===== src/design/c65_pkg.sv =====
// shared types, opcode names and constants for the 6502 execute unit
// no dependencies; every other file but c65_ram imports this package
package c65_pkg;

	localparam int STACK_DEPTH = 256;
	localparam int STK_AW = $clog2(STACK_DEPTH);

	localparam int FL_C = 0;
	localparam int FL_Z = 1;
	localparam int FL_I = 2;
	localparam int FL_D = 3;
	localparam int FL_B = 4;
	localparam int FL_V = 6;
	localparam int FL_N = 7;

	typedef enum logic [5:0] {
		FN_ADC = 6'd0,  FN_AND = 6'd1,  FN_ASL = 6'd2,  FN_BCC = 6'd3,
		FN_BCS = 6'd4,  FN_BEQ = 6'd5,  FN_BIT = 6'd6,  FN_BMI = 6'd7,
		FN_BNE = 6'd8,  FN_BPL = 6'd9,  FN_BRK = 6'd10, FN_BVC = 6'd11,
		FN_BVS = 6'd12, FN_CLC = 6'd13, FN_CLD = 6'd14, FN_CLI = 6'd15,
		FN_CLV = 6'd16, FN_CMP = 6'd17, FN_CPX = 6'd18, FN_CPY = 6'd19,
		FN_DEC = 6'd20, FN_DEX = 6'd21, FN_DEY = 6'd22, FN_EOR = 6'd23,
		FN_INC = 6'd24, FN_INX = 6'd25, FN_INY = 6'd26, FN_JMP = 6'd27,
		FN_JSR = 6'd28, FN_LDA = 6'd29, FN_LDX = 6'd30, FN_LDY = 6'd31,
		FN_LSR = 6'd32, FN_NOP = 6'd33, FN_ORA = 6'd34, FN_PHA = 6'd35,
		FN_PHP = 6'd36, FN_PLA = 6'd37, FN_PLP = 6'd38, FN_ROL = 6'd39,
		FN_ROR = 6'd40, FN_RTI = 6'd41, FN_RTS = 6'd42, FN_SBC = 6'd43,
		FN_SEC = 6'd44, FN_SED = 6'd45, FN_SEI = 6'd46, FN_STA = 6'd47,
		FN_STX = 6'd48, FN_STY = 6'd49, FN_TAX = 6'd50, FN_TAY = 6'd51,
		FN_TSX = 6'd52, FN_TXA = 6'd53, FN_TXS = 6'd54, FN_TYA = 6'd55
	} func_e;

	typedef enum logic [1:0] {
		CL_NORM = 2'd0,
		CL_JSR  = 2'd1,
		CL_PULL = 2'd2
	} cls_e;

	typedef struct packed {
		logic [5:0]  func;
		logic [7:0]  operand;
		logic [15:0] target_address;
		logic        on_accumulator;
		logic [1:0]  instr_length;
	} in_t;

	typedef struct packed {
		logic [7:0]  acc_out;
		logic [7:0]  x_out;
		logic [7:0]  y_out;
		logic [7:0]  sp_out;
		logic [7:0]  flags_out;
		logic [15:0] pc_out;
		logic        write_enable;
		logic [7:0]  write_value;
		logic        invalid_op;
	} out_t;

	typedef struct packed {
		in_t        d;
		cls_e       cls;
		logic [1:0] npull;
	} qitem_t;

	typedef struct packed {
		logic busy;
		logic pop;
		logic ram_we;
		logic ram_re;
	} bk_stat_t;

endpackage


===== src/design/cpu6502_execute_unit.sv =====
// top level of the 6502 execute unit: front end, item queue and execute back end
// depends on c65_pkg, c65_front, c65_queue, c65_back (and c65_ram below it)
//
// usage:
// - input channel in_valid / in_stall / in_data carries one decoded instruction
//   per item; an item is taken at a clock edge with in_valid high and in_stall low
// - output channel out_valid / out_stall / out_data returns one result per item,
//   the registers after the instruction plus an optional memory write byte
// - cfg_write_enable / cfg_write_data load the start address into the pc
// - an item is classified and queued (two entries), then executed from the head
// - throughput: one item per cycle for all non-stack work and for PHA/PHP while the
//   result is not stalled; JSR, PLA/PLP, RTS and RTI hold the queue head for each byte on the
//   stack ram, with one push or one pull read per cycle (registered read data)
// - reset clears A, X, Y and flags, sets SP to 0xFF and pc to zero; the stack
//   reads as zero until written through per-entry valid flops, no clearing pass
// - a stalled result holds; the queue keeps taking items until it is full,
//   then in_stall rises
module cpu6502_execute_unit import c65_pkg::*; (
	input  logic        clk,
	input  logic        arst_n,
	input  logic        in_valid,
	output logic        in_stall,
	input  in_t         in_data,
	output logic        out_valid,
	input  logic        out_stall,
	output out_t        out_data,
	input  logic        cfg_write_enable,
	input  logic [15:0] cfg_write_data
);

	qitem_t   cls_item;
	qitem_t   head;
	logic     q_full;
	logic     q_valid;
	bk_stat_t bk_stat;

	c65_front u_front (
		.din  (in_data),
		.dout (cls_item)
	);

	c65_queue u_queue (
		.clk    (clk),
		.arst_n (arst_n),
		.push   (in_valid && !q_full),
		.din    (cls_item),
		.full   (q_full),
		.pop    (bk_stat.pop),
		.valid  (q_valid),
		.dout   (head)
	);

	assign in_stall = q_full;

	c65_back u_back (
		.clk              (clk),
		.arst_n           (arst_n),
		.cfg_write_enable (cfg_write_enable),
		.cfg_write_data   (cfg_write_data),
		.q_valid          (q_valid),
		.it               (head),
		.stat             (bk_stat),
		.out_valid        (out_valid),
		.out_stall        (out_stall),
		.out_data         (out_data)
	);

	a_busy_has_item: assert property (@(posedge clk) disable iff (!arst_n)
		bk_stat.busy |-> q_valid) else $error("sequencer busy with empty queue");

	a_pop_has_item: assert property (@(posedge clk) disable iff (!arst_n)
		bk_stat.pop |-> q_valid) else $error("pop from empty queue");

	a_one_port: assert property (@(posedge clk) disable iff (!arst_n)
		!(bk_stat.ram_we && bk_stat.ram_re)) else $error("stack write and read together");

	a_stall_holds: assert property (@(posedge clk) disable iff (!arst_n)
		out_valid && out_stall |=> $stable(out_data)) else $error("result changed under stall");

endmodule


===== src/design/c65_ram.sv =====
// generic single write port ram with one registered read port
// no dependencies
module c65_ram #(
	parameter int WIDTH = 8,
	parameter int DEPTH = 256
) (
	input  logic                     clk,
	input  logic                     we,
	input  logic [$clog2(DEPTH)-1:0] waddr,
	input  logic [WIDTH-1:0]         wdata,
	input  logic                     re,
	input  logic [$clog2(DEPTH)-1:0] raddr,
	output logic [WIDTH-1:0]         rdata
);

	logic [WIDTH-1:0] mem_q [DEPTH];

	always_ff @(posedge clk) begin
		if (we) begin
			mem_q[waddr] <= wdata;
		end
		if (re) begin
			rdata <= mem_q[raddr];
		end
	end

endmodule


===== src/design/c65_front.sv =====
// front end: classifies each accepted item by how it uses the stack
// depends on c65_pkg
module c65_front import c65_pkg::*; (
	input  in_t    din,
	output qitem_t dout
);

	always_comb begin
		dout.d = din;
		dout.cls = CL_NORM;
		dout.npull = 2'd0;
		case (func_e'(din.func))
			FN_JSR: begin
				dout.cls = CL_JSR;
			end
			FN_PLA, FN_PLP: begin
				dout.cls = CL_PULL;
				dout.npull = 2'd1;
			end
			FN_RTS: begin
				dout.cls = CL_PULL;
				dout.npull = 2'd2;
			end
			FN_RTI: begin
				dout.cls = CL_PULL;
				dout.npull = 2'd3;
			end
			default: begin
				dout.cls = CL_NORM;
			end
		endcase
	end

endmodule


===== src/design/c65_queue.sv =====
// two entry item queue between front end and execute back end
// depends on c65_pkg
module c65_queue import c65_pkg::*; (
	input  logic   clk,
	input  logic   arst_n,
	input  logic   push,
	input  qitem_t din,
	output logic   full,
	input  logic   pop,
	output logic   valid,
	output qitem_t dout
);

	qitem_t     ent_q [2];
	logic       wp_q;
	logic       rp_q;
	logic [1:0] cnt_q;

	assign full  = (cnt_q == 2'd2);
	assign valid = (cnt_q != 2'd0);
	assign dout  = ent_q[rp_q];

	always_ff @(posedge clk or negedge arst_n) begin
		if (!arst_n) begin
			wp_q  <= 1'b0;
			rp_q  <= 1'b0;
			cnt_q <= 2'd0;
		end else begin
			if (push) begin
				wp_q <= ~wp_q;
			end
			if (pop) begin
				rp_q <= ~rp_q;
			end
			case ({push, pop})
				2'b10:   cnt_q <= cnt_q + 2'd1;
				2'b01:   cnt_q <= cnt_q - 2'd1;
				default: cnt_q <= cnt_q;
			endcase
		end
	end

	always_ff @(posedge clk) begin
		if (push) begin
			ent_q[wp_q] <= din;
		end
	end

endmodule


===== src/design/c65_back.sv =====
// execute back end: architectural registers, stack sequencer and result register
// depends on c65_pkg and c65_ram
module c65_back import c65_pkg::*; (
	input  logic        clk,
	input  logic        arst_n,
	input  logic        cfg_write_enable,
	input  logic [15:0] cfg_write_data,
	input  logic        q_valid,
	input  qitem_t      it,
	output bk_stat_t    stat,
	output logic        out_valid,
	input  logic        out_stall,
	output out_t        out_data
);

	typedef enum logic [2:0] {
		S_RUN  = 3'b001,
		S_JSR  = 3'b010,
		S_PULL = 3'b100
	} st_e;

	st_e  st_q, st_d;
	logic [7:0]  a_q, x_q, y_q, sp_q, p_q;
	logic [15:0] pc_q;
	logic [1:0]  idx_q, idx_d;
	logic [7:0]  b0_q, b1_q;
	logic [STACK_DEPTH-1:0] vld_q;
	logic        rd_vld_q;
	logic [7:0]  rd_data;
	logic [7:0]  pulled;
	logic        out_valid_q;
	out_t        out_q;
	logic        out_free;

	// normal-op results
	logic [7:0]  na, nx, ny, nsp, np;
	logic [15:0] npc;
	logic        nwe, nbad, npush;
	logic [7:0]  nwv, npv;
	logic [15:0] base_pc, offs, ret;
	logic [7:0]  opn, m, sh_res, addb;
	logic        sh_c;
	logic [8:0]  sum;

	// selected next state
	logic [7:0]  ra, rx, ry, rsp, rp;
	logic [15:0] rpc;
	logic        owe, obad, fire, pop;
	logic [7:0]  owv;
	logic        ram_we, ram_re;
	logic [STK_AW-1:0] ram_wa, ram_ra;
	logic [7:0]  ram_wd;
	logic [7:0]  sp_inc;

	function automatic logic [7:0] zn(input logic [7:0] p, input logic [7:0] v);
		logic [7:0] r;
		r = p;
		r[FL_Z] = (v == 8'd0);
		r[FL_N] = v[7];
		return r;
	endfunction

	function automatic logic [7:0] cmpf(input logic [7:0] p, input logic [7:0] rg,
			input logic [7:0] n);
		logic [8:0] d;
		logic [7:0] r;
		d = {1'b0, rg} - {1'b0, n};
		r = zn(p, d[7:0]);
		r[FL_C] = ~d[8];
		return r;
	endfunction

	function automatic logic [STK_AW-1:0] sidx(input logic [7:0] s);
		return STK_AW'(s % STACK_DEPTH);
	endfunction

	assign pulled   = rd_vld_q ? rd_data : 8'd0;
	assign out_free = !out_valid_q || !out_stall;
	assign base_pc  = pc_q + 16'(it.d.instr_length);
	assign ret      = base_pc - 16'd1;
	assign opn      = it.d.operand;
	assign offs     = {{8{opn[7]}}, opn};
	assign m        = it.d.on_accumulator ? a_q : opn;
	assign addb     = (func_e'(it.d.func) == FN_SBC) ? ~opn : opn;
	assign sum      = {1'b0, a_q} + {1'b0, addb} + {8'd0, p_q[FL_C]};
	assign sp_inc   = sp_q + 8'd1;

	always_comb begin
		case (func_e'(it.d.func))
			FN_ASL:  {sh_c, sh_res} = {m[7], m[6:0], 1'b0};
			FN_LSR:  {sh_c, sh_res} = {m[0], 1'b0, m[7:1]};
			FN_ROL:  {sh_c, sh_res} = {m[7], m[6:0], p_q[FL_C]};
			FN_ROR:  {sh_c, sh_res} = {m[0], p_q[FL_C], m[7:1]};
			default: {sh_c, sh_res} = {1'b0, m};
		endcase
	end

	always_comb begin
		na = a_q; nx = x_q; ny = y_q; nsp = sp_q; np = p_q;
		npc = base_pc;
		nwe = 1'b0; nwv = 8'd0; nbad = 1'b0; npush = 1'b0; npv = 8'd0;
		case (func_e'(it.d.func))
			FN_ADC, FN_SBC: begin
				np[FL_C] = sum[8];
				np[FL_V] = (a_q[7] ^ sum[7]) & (addb[7] ^ sum[7]);
				na = sum[7:0];
				np = zn(np, na);
			end
			FN_AND: begin na = a_q & opn; np = zn(p_q, na); end
			FN_EOR: begin na = a_q ^ opn; np = zn(p_q, na); end
			FN_ORA: begin na = a_q | opn; np = zn(p_q, na); end
			FN_ASL, FN_LSR, FN_ROL, FN_ROR: begin
				np[FL_C] = sh_c;
				np = zn(np, sh_res);
				if (it.d.on_accumulator) begin
					na = sh_res;
				end else begin
					nwe = 1'b1;
					nwv = sh_res;
				end
			end
			FN_BCC: if (!p_q[FL_C]) npc = base_pc + offs;
			FN_BCS: if (p_q[FL_C]) npc = base_pc + offs;
			FN_BEQ: if (p_q[FL_Z]) npc = base_pc + offs;
			FN_BNE: if (!p_q[FL_Z]) npc = base_pc + offs;
			FN_BMI: if (p_q[FL_N]) npc = base_pc + offs;
			FN_BPL: if (!p_q[FL_N]) npc = base_pc + offs;
			FN_BVC: if (!p_q[FL_V]) npc = base_pc + offs;
			FN_BVS: if (p_q[FL_V]) npc = base_pc + offs;
			FN_BIT: begin
				np[FL_Z] = ((a_q & opn) == 8'd0);
				np[FL_N] = opn[7];
				np[FL_V] = opn[6];
			end
			FN_BRK: np[FL_B] = 1'b1;
			FN_CLC: np[FL_C] = 1'b0;
			FN_CLD: np[FL_D] = 1'b0;
			FN_CLI: np[FL_I] = 1'b0;
			FN_CLV: np[FL_V] = 1'b0;
			FN_SEC: np[FL_C] = 1'b1;
			FN_SED: np[FL_D] = 1'b1;
			FN_SEI: np[FL_I] = 1'b1;
			FN_CMP: np = cmpf(p_q, a_q, opn);
			FN_CPX: np = cmpf(p_q, x_q, opn);
			FN_CPY: np = cmpf(p_q, y_q, opn);
			FN_DEC: begin nwe = 1'b1; nwv = opn - 8'd1; np = zn(p_q, nwv); end
			FN_INC: begin nwe = 1'b1; nwv = opn + 8'd1; np = zn(p_q, nwv); end
			FN_DEX: begin nx = x_q - 8'd1; np = zn(p_q, nx); end
			FN_DEY: begin ny = y_q - 8'd1; np = zn(p_q, ny); end
			FN_INX: begin nx = x_q + 8'd1; np = zn(p_q, nx); end
			FN_INY: begin ny = y_q + 8'd1; np = zn(p_q, ny); end
			FN_JMP: npc = it.d.target_address;
			FN_LDA: begin na = opn; np = zn(p_q, na); end
			FN_LDX: begin nx = opn; np = zn(p_q, nx); end
			FN_LDY: begin ny = opn; np = zn(p_q, ny); end
			FN_NOP: npc = base_pc;
			FN_PHA: begin npush = 1'b1; npv = a_q; nsp = sp_q - 8'd1; end
			FN_PHP: begin npush = 1'b1; npv = p_q; nsp = sp_q - 8'd1; end
			FN_STA: begin nwe = 1'b1; nwv = a_q; end
			FN_STX: begin nwe = 1'b1; nwv = x_q; end
			FN_STY: begin nwe = 1'b1; nwv = y_q; end
			FN_TAX: begin nx = a_q; np = zn(p_q, nx); end
			FN_TAY: begin ny = a_q; np = zn(p_q, ny); end
			FN_TSX: begin nx = sp_q; np = zn(p_q, nx); end
			FN_TXA: begin na = x_q; np = zn(p_q, na); end
			FN_TXS: nsp = x_q;
			FN_TYA: begin na = y_q; np = zn(p_q, na); end
			default: begin
				nbad = 1'b1;
				npc = pc_q;
			end
		endcase
	end

	// stack sequencer: one ram access per cycle
	always_comb begin
		ra = a_q; rx = x_q; ry = y_q; rsp = sp_q; rp = p_q; rpc = pc_q;
		owe = 1'b0; owv = 8'd0; obad = 1'b0;
		fire = 1'b0; pop = 1'b0;
		ram_we = 1'b0; ram_wa = sidx(sp_q); ram_wd = 8'd0;
		ram_re = 1'b0; ram_ra = sidx(sp_inc);
		st_d = st_q; idx_d = idx_q;
		case (st_q)
			S_RUN: begin
				if (q_valid) begin
					case (it.cls)
						CL_JSR: begin
							ram_we = 1'b1;
							ram_wd = ret[15:8];
							rsp = sp_q - 8'd1;
							st_d = S_JSR;
						end
						CL_PULL: begin
							ram_re = 1'b1;
							rsp = sp_inc;
							idx_d = 2'd0;
							st_d = S_PULL;
						end
						default: begin
							if (out_free) begin
								ra = na; rx = nx; ry = ny; rsp = nsp; rp = np; rpc = npc;
								owe = nwe; owv = nwv; obad = nbad;
								ram_we = npush;
								ram_wd = npv;
								fire = 1'b1;
								pop = 1'b1;
							end
						end
					endcase
				end
			end
			S_JSR: begin
				if (out_free) begin
					ram_we = 1'b1;
					ram_wd = ret[7:0];
					rsp = sp_q - 8'd1;
					rpc = it.d.target_address;
					fire = 1'b1;
					pop = 1'b1;
					st_d = S_RUN;
				end
			end
			S_PULL: begin
				if (idx_q != it.npull - 2'd1) begin
					ram_re = 1'b1;
					rsp = sp_inc;
					idx_d = idx_q + 2'd1;
				end else if (out_free) begin
					rpc = base_pc;
					case (func_e'(it.d.func))
						FN_PLA: begin ra = pulled; rp = zn(p_q, pulled); end
						FN_PLP: rp = pulled;
						FN_RTS: rpc = {pulled, b0_q} + 16'd1;
						FN_RTI: begin rp = b0_q; rpc = {pulled, b1_q}; end
						default: rpc = base_pc;
					endcase
					fire = 1'b1;
					pop = 1'b1;
					st_d = S_RUN;
				end
			end
			default: st_d = S_RUN;
		endcase
	end

	c65_ram #(.WIDTH(8), .DEPTH(STACK_DEPTH)) u_stack (
		.clk   (clk),
		.we    (ram_we),
		.waddr (ram_wa),
		.wdata (ram_wd),
		.re    (ram_re),
		.raddr (ram_ra),
		.rdata (rd_data)
	);

	always_ff @(posedge clk or negedge arst_n) begin
		if (!arst_n) begin
			st_q        <= S_RUN;
			idx_q       <= 2'd0;
			a_q         <= 8'd0;
			x_q         <= 8'd0;
			y_q         <= 8'd0;
			sp_q        <= 8'hFF;
			p_q         <= 8'd0;
			pc_q        <= 16'd0;
			vld_q       <= '0;
			rd_vld_q    <= 1'b0;
			out_valid_q <= 1'b0;
		end else begin
			st_q  <= st_d;
			idx_q <= idx_d;
			a_q   <= ra;
			x_q   <= rx;
			y_q   <= ry;
			sp_q  <= rsp;
			p_q   <= rp;
			pc_q  <= cfg_write_enable ? cfg_write_data : rpc;
			if (ram_we) begin
				vld_q[ram_wa] <= 1'b1;
			end
			if (ram_re) begin
				rd_vld_q <= vld_q[ram_ra];
			end
			if (fire) begin
				out_valid_q <= 1'b1;
			end else if (!out_stall) begin
				out_valid_q <= 1'b0;
			end
		end
	end

	// stash the early bytes of multi-byte pulls, and register the result when it fires
	always_ff @(posedge clk) begin
		if (st_q == S_PULL && idx_d != idx_q) begin
			if (idx_q == 2'd0) begin
				b0_q <= pulled;
			end else begin
				b1_q <= pulled;
			end
		end
		if (fire) begin
			out_q.acc_out      <= ra;
			out_q.x_out        <= rx;
			out_q.y_out        <= ry;
			out_q.sp_out       <= rsp;
			out_q.flags_out    <= rp;
			out_q.pc_out       <= rpc;
			out_q.write_enable <= owe;
			out_q.write_value  <= owv;
			out_q.invalid_op   <= obad;
		end
	end

	assign out_valid   = out_valid_q;
	assign out_data    = out_q;
	assign stat.busy   = (st_q != S_RUN);
	assign stat.pop    = pop;
	assign stat.ram_we = ram_we;
	assign stat.ram_re = ram_re;

endmodule


===== config.mk =====
export PLATFORM = sky130hd
export DESIGN_NAME = cpu6502_execute_unit
export DESIGN_NICKNAME = d
export VERILOG_FILES = /design/src/design/c65_pkg.sv /design/src/design/cpu6502_execute_unit.sv /design/src/design/c65_ram.sv /design/src/design/c65_front.sv /design/src/design/c65_queue.sv /design/src/design/c65_back.sv
export SDC_FILE = /design/constraint.sdc
export NUM_CORES = 2
export LEC_CHECK = 0
export BUFFER_PORTS_ARGS = -buffer_cell sky130_fd_sc_hd__buf_2
export CAP_MARGIN = 40
export CORE_MARGIN = 2
export CORE_UTILIZATION = 30
export DETAILED_ROUTE_END_ITERATION = 8
export GPL_TIMING_DRIVEN = 1
export PLACE_DENSITY = 0.53
export SLEW_MARGIN = 25
export SYNTH_ARGS = -nofsm -noshare
export SYNTH_HDL_FRONTEND = slang
export SYNTH_SLANG_ARGS = --single-unit

===== constraint.sdc =====
create_clock -name clk -period 23.1 [get_ports clk]
set_input_delay 4.62 -clock clk [delete_from_list [all_inputs] [get_ports clk]]
set_output_delay 4.62 -clock clk [all_outputs]
set_load 0.01 [all_outputs]

==> Yosys cells after proc, flatten, opt, wreduce, memory -nomap -nowiden <==
Memories as Yosys holds them, arrays and structs flattened. A register that Yosys moved wholly into a read port is not among the register bits.
Cells that the tools add are included.
{ "word_totals": {"reg_bits": 405, "in_bits": 54, "word_cells": 301, "n_memories": 2, "out_inout_bits": 68, "ramBits": 2122} }
{ "memory_table": {"columns": ["memory", "words", "word_bits", "rd", "rd_ports_with_merged_regs", "wr", "line_no", "source"], "rows": [
  ["u_back.u_stack.mem_q", 256, 8, 1, 1, 1, "c65_ram.sv:16", "logic [WIDTH-1:0] mem_q [DEPTH];"],
  ["u_queue.ent_q", 2, 37, 1, 0, 1, "c65_queue.sv:14", "qitem_t ent_q [2];"]
]} }
{ "classes": {"addsub": 21, "n_eq_ne": 73, "muxes": 110, "n_reduce_logical": 50, "magnitude_cmp": 3, "bitwise": 17} }
{ "op_table": {"columns": ["op", "count"], "rows": [
  ["$or 256x256->256", 1],
  ["$mux 8", 31],
  ["$mux 16", 15],
  ["$eq 6x6->1 const B", 28],
  ["$logic_not 8->1", 20],
  ["$pmux 16 s10", 1],
  ["$pmux 8 s2", 7],
  ["$eq 6x5->1 const B", 16],
  ["$pmux 8 s4", 2],
  ["$pmux 8 s8", 1],
  ["$reduce_or 51->1", 1],
  ["$eq 6x4->1 const B", 8],
  ["$pmux 16 s3", 1],
  ["$pmux 8 s3", 2],
  ["$pmux 8 s6", 1],
  ["$reduce_or 42->1", 1],
  ["$pmux 8 s5", 1],
  ["$pmux 1 s19", 2],
  ["$add 8x1->8 const B", 4],
  ["$pmux 16 s2", 1],
  ["$sub 8x1->8 const B", 4],
  ["$sub 8x8->9", 3],
  ["$eq 6x3->1 const B", 4],
  ["$mux 1", 21],
  ["51 further kinds", 98]
]} }

==> Logic depth before layout (Yosys ltp) <==
An unclocked memory read counts as a cell.
{ "logic_depth": {"ltp_word": 12, "depth_mapped": 27, "mapped_depth_nobuf": 19} }

==> Cells and area by module <==
A second synthesis with hierarchy kept.
{ "unflattened": {"hier_cells": 6392, "hier_area_um2": 108177.5} }
{ "modules_own_cells": {"columns": ["module", "area_each_um2", "cells_each", "seq_area_each_um2", "instances"], "rows": [
  ["c65_ram", 79636.4, 3733, 61739.2, 1],
  ["c65_back", 25260.5, 2484, 10456.3, 1],
  ["c65_queue", 2939.1, 131, 2322.2, 1],
  ["c65_front", 327.8, 43, 0.0, 1],
  ["cpu6502_execute_unit", 13.8, 1, 0.0, 1]
]} }

==> Least setup slack after synthesis <==
No wires, ideal clock.
{ "synth_path": {"kind": "reg2reg", "startpoint": "reg u_queue.rp_q", "endpoint": "mem u_back.u_stack.mem_q[0][1], data pin", "setup_time_ns": 2.187, "path_slack_ns": 6.795, "path_buffers": 7, "required_ns": 20.913, "path_stages_with_launch": 19, "arrival_time_ns": 14.118, "synth_period_minus_slack_ns": 16.305, "cell_sequence": "dfrtp_1 buf_6 buf_6 buf_6 buf_6 buf_2 buf_2 buf_1 mux2_2 ha_1 fa_1 and4_1 and3_1 nand2_1 xnor2_1 or4_1 nor2b_1 xnor2_1 o21ai_0"} }
{ "synth_via": {"elab_chain_len": 7, "word_cells_on_any_way": 13, "cone_classes": "add/sub: 2; eq/ne: 4; mux: 6; memory: 1"} }
{ "synth_lines": {"columns": ["item", "line_no", "source"], "rows": [
  ["from (decl)", "c65_queue.sv:16", "logic rp_q;"],
  ["from (signal assigned)", "c65_queue.sv:33", "rp_q <= ~rp_q;"],
  ["$mem_v2 2x37 (*)", null, null],
  ["parallel branches: the longest is 5 deep, another holds $add 16x2->16", null, null],
  ["$pmux 8 s2 (*)", "c65_back.sv:183", "case (st_q)"],
  ["via u_back.ram_wd[1]", "c65_back.sv:52", "logic [7:0] ram_wd;"],
  ["to (decl)", "c65_ram.sv:16", null]
]} }
Mark *: on every way through the listed nets, which the timed path passes.

==> Final worst setup path <==
{ "layout_path": {"startpoint": "in out_stall", "endpoint": "mem u_back.u_stack.mem_q[20][5], data pin"} }
{ "layout_via": {"elab_chain_len": 6, "word_cells_on_any_way": 7, "cone_classes": "mux: 5; reduce/logical: 2"} }
{ "layout_lines": {"columns": ["item", "line_no", "source"], "rows": [
  ["from (decl)", "cpu6502_execute_unit.sv:25", "input logic out_stall,"],
  ["$logic_not 1->1 (*)", "c65_back.sv:78", "assign out_free = !out_valid_q || !out_stall;"],
  ["$logic_or 1x1->1 (*)", "c65_back.sv:78", null],
  ["$mux 8", "c65_back.sv:200", "if (out_free) begin"],
  ["$pmux 8 s2", "c65_back.sv:186", "case (it.cls)"],
  ["$mux 8", "c65_back.sv:185", "if (q_valid) begin"],
  ["$pmux 8 s2 (*)", "c65_back.sv:183", null],
  ["via u_back.ram_wd[5]", "c65_back.sv:52", null]
]} }
The timed path passes the listed nets; every way through them passes the cells marked *.

==> summary.txt <==
GRT
  • Initial antenna violation count: 16
  • First-pass GRT wire length: roughly 440000 um
  • Total global routing track utilization: 0.166
  • Largest net degree at the start of global routing: 194
  • GRT overflow: 0
  • Vias in the first global route: about 59k

STA
  • Slew HR: 0.310
  • Fin crit period: 7.74 ns
  • Final Hold Viols: 0
  • Tightest Pin Transition: 1.03 ns
  • FMAX: 0.129 GHz
  • Period utilization: 0.335
  • Setup TNS: 0 ns
  • Worst Slack Setup Final: 15.36 ns
  • RSZ-0062 raised after global routing: false
  • Final Max Slew Viols: 0
  • Setup-failing EPs final: 0
  • Clk_skew: around 0.044 ns

Finish
  • Final std cells w/o fill: 11.3k
  • Share of cells above drive strength 1: 0.285
  • Nets@finish: 6502
  • Most frequent cells in the layout: 2212 x edfxtp_1, 720 x mux4_2, 400 x nor2_1
  • Area delta synth->final: 16.9%
  • Most common cell after layout, fill and taps aside: edfxtp_1
  • Fill cells: 33.1k
  • Finished Core Util: 0.352

Die
  • Die Y: 599 um
  • # rows: about 220
  • Initial Util: 0.301
  • Top Ports: about 120
  • Die footprint: 359000 um2
  • Area of the core: 352000 um2
  • Die X: 599 um

Worst setup path
  • CP endpoint kind: register
  • Crit start category: input pin
  • Critical path arrival: 8.39 ns
  • R2R setup slack: roughly 17 ns
  • Crit path kind: in -> reg
  • R2R Path End: u_back.rd_vld_q
  • CP required: 23.75 ns
  • Worst reg2reg path depth: 12
  • R2R Path Start: u_back.sp_q[0]
  • Crit-path max FO: 67

Logic synthesis
  • Post-synth ARST share: 0.127
  • Post-synthesis cell count: 5911
  • Seq/Total Area, Yosys: 0.701
  • Synth Warn #: 0
  • Yosys reg bits: 2535
  • Synth Cell Area: roughly 110000 um2
  • Syn_area_per_cell: 18.0 um2
  • Yosys cell types: 105
  • Net count after synthesis: roughly 6k
  • Ys flop type: edfxtp_1
  • EDFF count, synth: 2212

Clock tree
  • # H-tree levels: 5
  • Clk sinks: 2535
  • Clock tree from TritonCTS: done
  • CTS resizes: 0
  • CTS Buf Count: 276
  • Clk slew on worst S/H paths: 0.05 ns
  • Root buffer cell: clkbuf_16
  • CTS max path bufs: 4
  • Later-pin clock latency in the skew report: 0.91 ns
  • Hold_buf cts: 0
  • # Post-CTS Setup Buffers: 0

Power and ir drop
  • Seq pwr share: 0.365
  • Clock share of power: 0.275
  • Max VDD drop: 148 uV
  • Gate power share: 0.360
  • Power Dens Cells: 127 nW/um2
  • NetSw: about 0.0055 W
  • Switching Share: 0.350
  • Pint: between 0.01 and 0.015 W
  • Static Leak: 42.1 nW

Route
  • Post-detailed-routing wire length: 305000 um
  • Post-route ant nets: 0
  • Vias/cell: approximately 5.2
  • DRT iter0 DRCs: 6299
  • Routed length per instance: 26.9 um
  • Via count: 58.8k
  • Pre-antenna DRT Iters: 9
  • Residual DRC: 0

Worst hold path
  • Hold path depth: 1
  • Worst Hold Class: reg -> reg
  • Hold EP: u_back.vld_q[102]
  • Hold Crit Start: u_back.vld_q[102]

Placement
  • GPL Wtd Cong: 0.941
  • Buffers on Ports: around 120
  • Post-Place Cells: 10.7k
  • Post-DP HPWL: 196000 um
  • Pre-CTS setup slack: 14.47 ns

Run
  • Total of max-cap violations: 0

Run status
  • Status: complete, no violations
[per-stage QoR]
stage	total power (W)	cell area [um2]	hold slack, ns
CTS	0.0158	123000	0.461
detailed placement	0.0114	114000	0.445
global placement	0.0114	113000	0.441
floorplan	0.00946	106000	0.428
global route	0.0163	124000	0.473
finish	0.0157	124000	0.456
[layout make-up]
type | instances | area [um2] | area share
flip-flops and latches | 2535 | 74500 | 0.600
clock buffers | 391 | 7650 | 0.0616
inverters | 75 | 282 | 0.00227
multi-input cells | 2969 | 30500 | 0.246
repair buffers | 491 | 4020 | 0.0324
clock inverters | 117 | 1220 | 0.00985
well taps | 4730 | 5920 | 0.0477
diodes | 4 | 10.0 | 0.0000806
[critical path: stages]
cell      delay [ns]
buf_2           0.15
nand2_1         0.56
nand3_1         0.32
buf_4           0.32
o221ai_4        0.22
buf_4           0.58
buf_4           0.62
buf_4           0.55
buf_12          0.28
[registers in the layout, indices dropped and copies added (netlist names), 8 cells and up]
name and count:
u_back.b1_q 8, u_back.u_stack.mem_q 2048, u_back.p_q 8, u_back.u_stack.rdata 8
u_back.x_q 8, u_back.pc_q 16, u_back.y_q 8, u_back.b0_q 8
u_back.sp_q 8, u_queue.ent_q 74, u_back.vld_q 256, u_back.a_q 8
u_back.out_data 66
[how the worst max path moves through the flow]
stage                       startpoint                           end  slack (ns)  cells after the start
after global routing         out_stall   u_back.u_stack.mem_q[18][5]       15.18                      9
after global placement       out_stall  u_back.u_stack.mem_q[136][4]       14.17                      8
after CTS                    out_stall   u_back.u_stack.mem_q[18][4]       15.40                      8
after floorplan           u_queue.rp_q    u_back.u_stack.mem_q[0][1]        6.79                     18
after detailed placement     out_stall   u_back.u_stack.mem_q[60][4]       14.47                      8
final                        out_stall   u_back.u_stack.mem_q[20][5]       15.36                      9
[layer usage]
metal	share of wire	global-route usage	routed length, um	vias to the layer above
li1	-	-	-	24700
met1	0.43	0.234	130000	31200
met2	0.47	0.266	143000	2398
met3	0.073	0.0271	22100	487
met4	0.029	0.0463	8690	2
met5	0.000043	0	13	-
[logic make-up after synthesis]
logic type	share of synthesized area
muxes	0.158
buffers and inverters	0.0154
DFF	0.701
xor gates and xnor gates	0.00980
AOI/OAI and AO/OA	0.0403
adders and majority gates	0.0124
and+or+nand+nor	0.0629
[synth_stat cells (14+ instances only)]
library cell | instances | area (um2)
edfxtp_1 | 2212 | 66400
mux4_2 | 720 | 16200
nor2_1 | 410 | 1540
dfrtp_1 | 314 | 7860
nand2_1 | 309 | 1160
clkbuf_1 | 232 | 871
or2_2 | 153 | 957
a21oi_1 | 133 | 666
nand3_1 | 127 | 636
or2_1 | 113 | 707
o21ai_0 | 94 | 470
ha_1 | 93 | 1160
xnor2_1 | 76 | 666
inv_1 | 72 | 270
buf_1 | 48 | 180
buf_2 | 44 | 220
nor3_1 | 43 | 215
xor2_1 | 41 | 359
and3_1 | 40 | 250
o22ai_1 | 38 | 238
a22oi_1 | 35 | 263
mux2i_1 | 32 | 320
a311oi_1 | 31 | 272
a31oi_1 | 30 | 188
o221ai_1 | 28 | 245
a221o_1 | 25 | 250
nor4_1 | 22 | 138
nor2b_1 | 21 | 131
and2_1 | 20 | 125
nand4_1 | 20 | 125
mux2_2 | 17 | 191
nand2b_1 | 16 | 100
a211oi_1 | 15 | 113
o21ai_1 | 15 | 75.1
or3_1 | 15 | 93.8
a22o_1 | 14 | 123
[power groups by stage]
stage / logic, W / clock network [W] / registers [W]
finish: 0.00566 / 0.00431 / 0.00574
global route: 0.00598 / 0.00458 / 0.00576
CTS: 0.00562 / 0.00441 / 0.00575
detailed placement: 0.00560 / 0 / 0.00584
global placement: 0.00551 / 0 / 0.00585
floorplan: 0.00355 / 0 / 0.00591
Note: power is estimated with default switching activity, not from simulation.
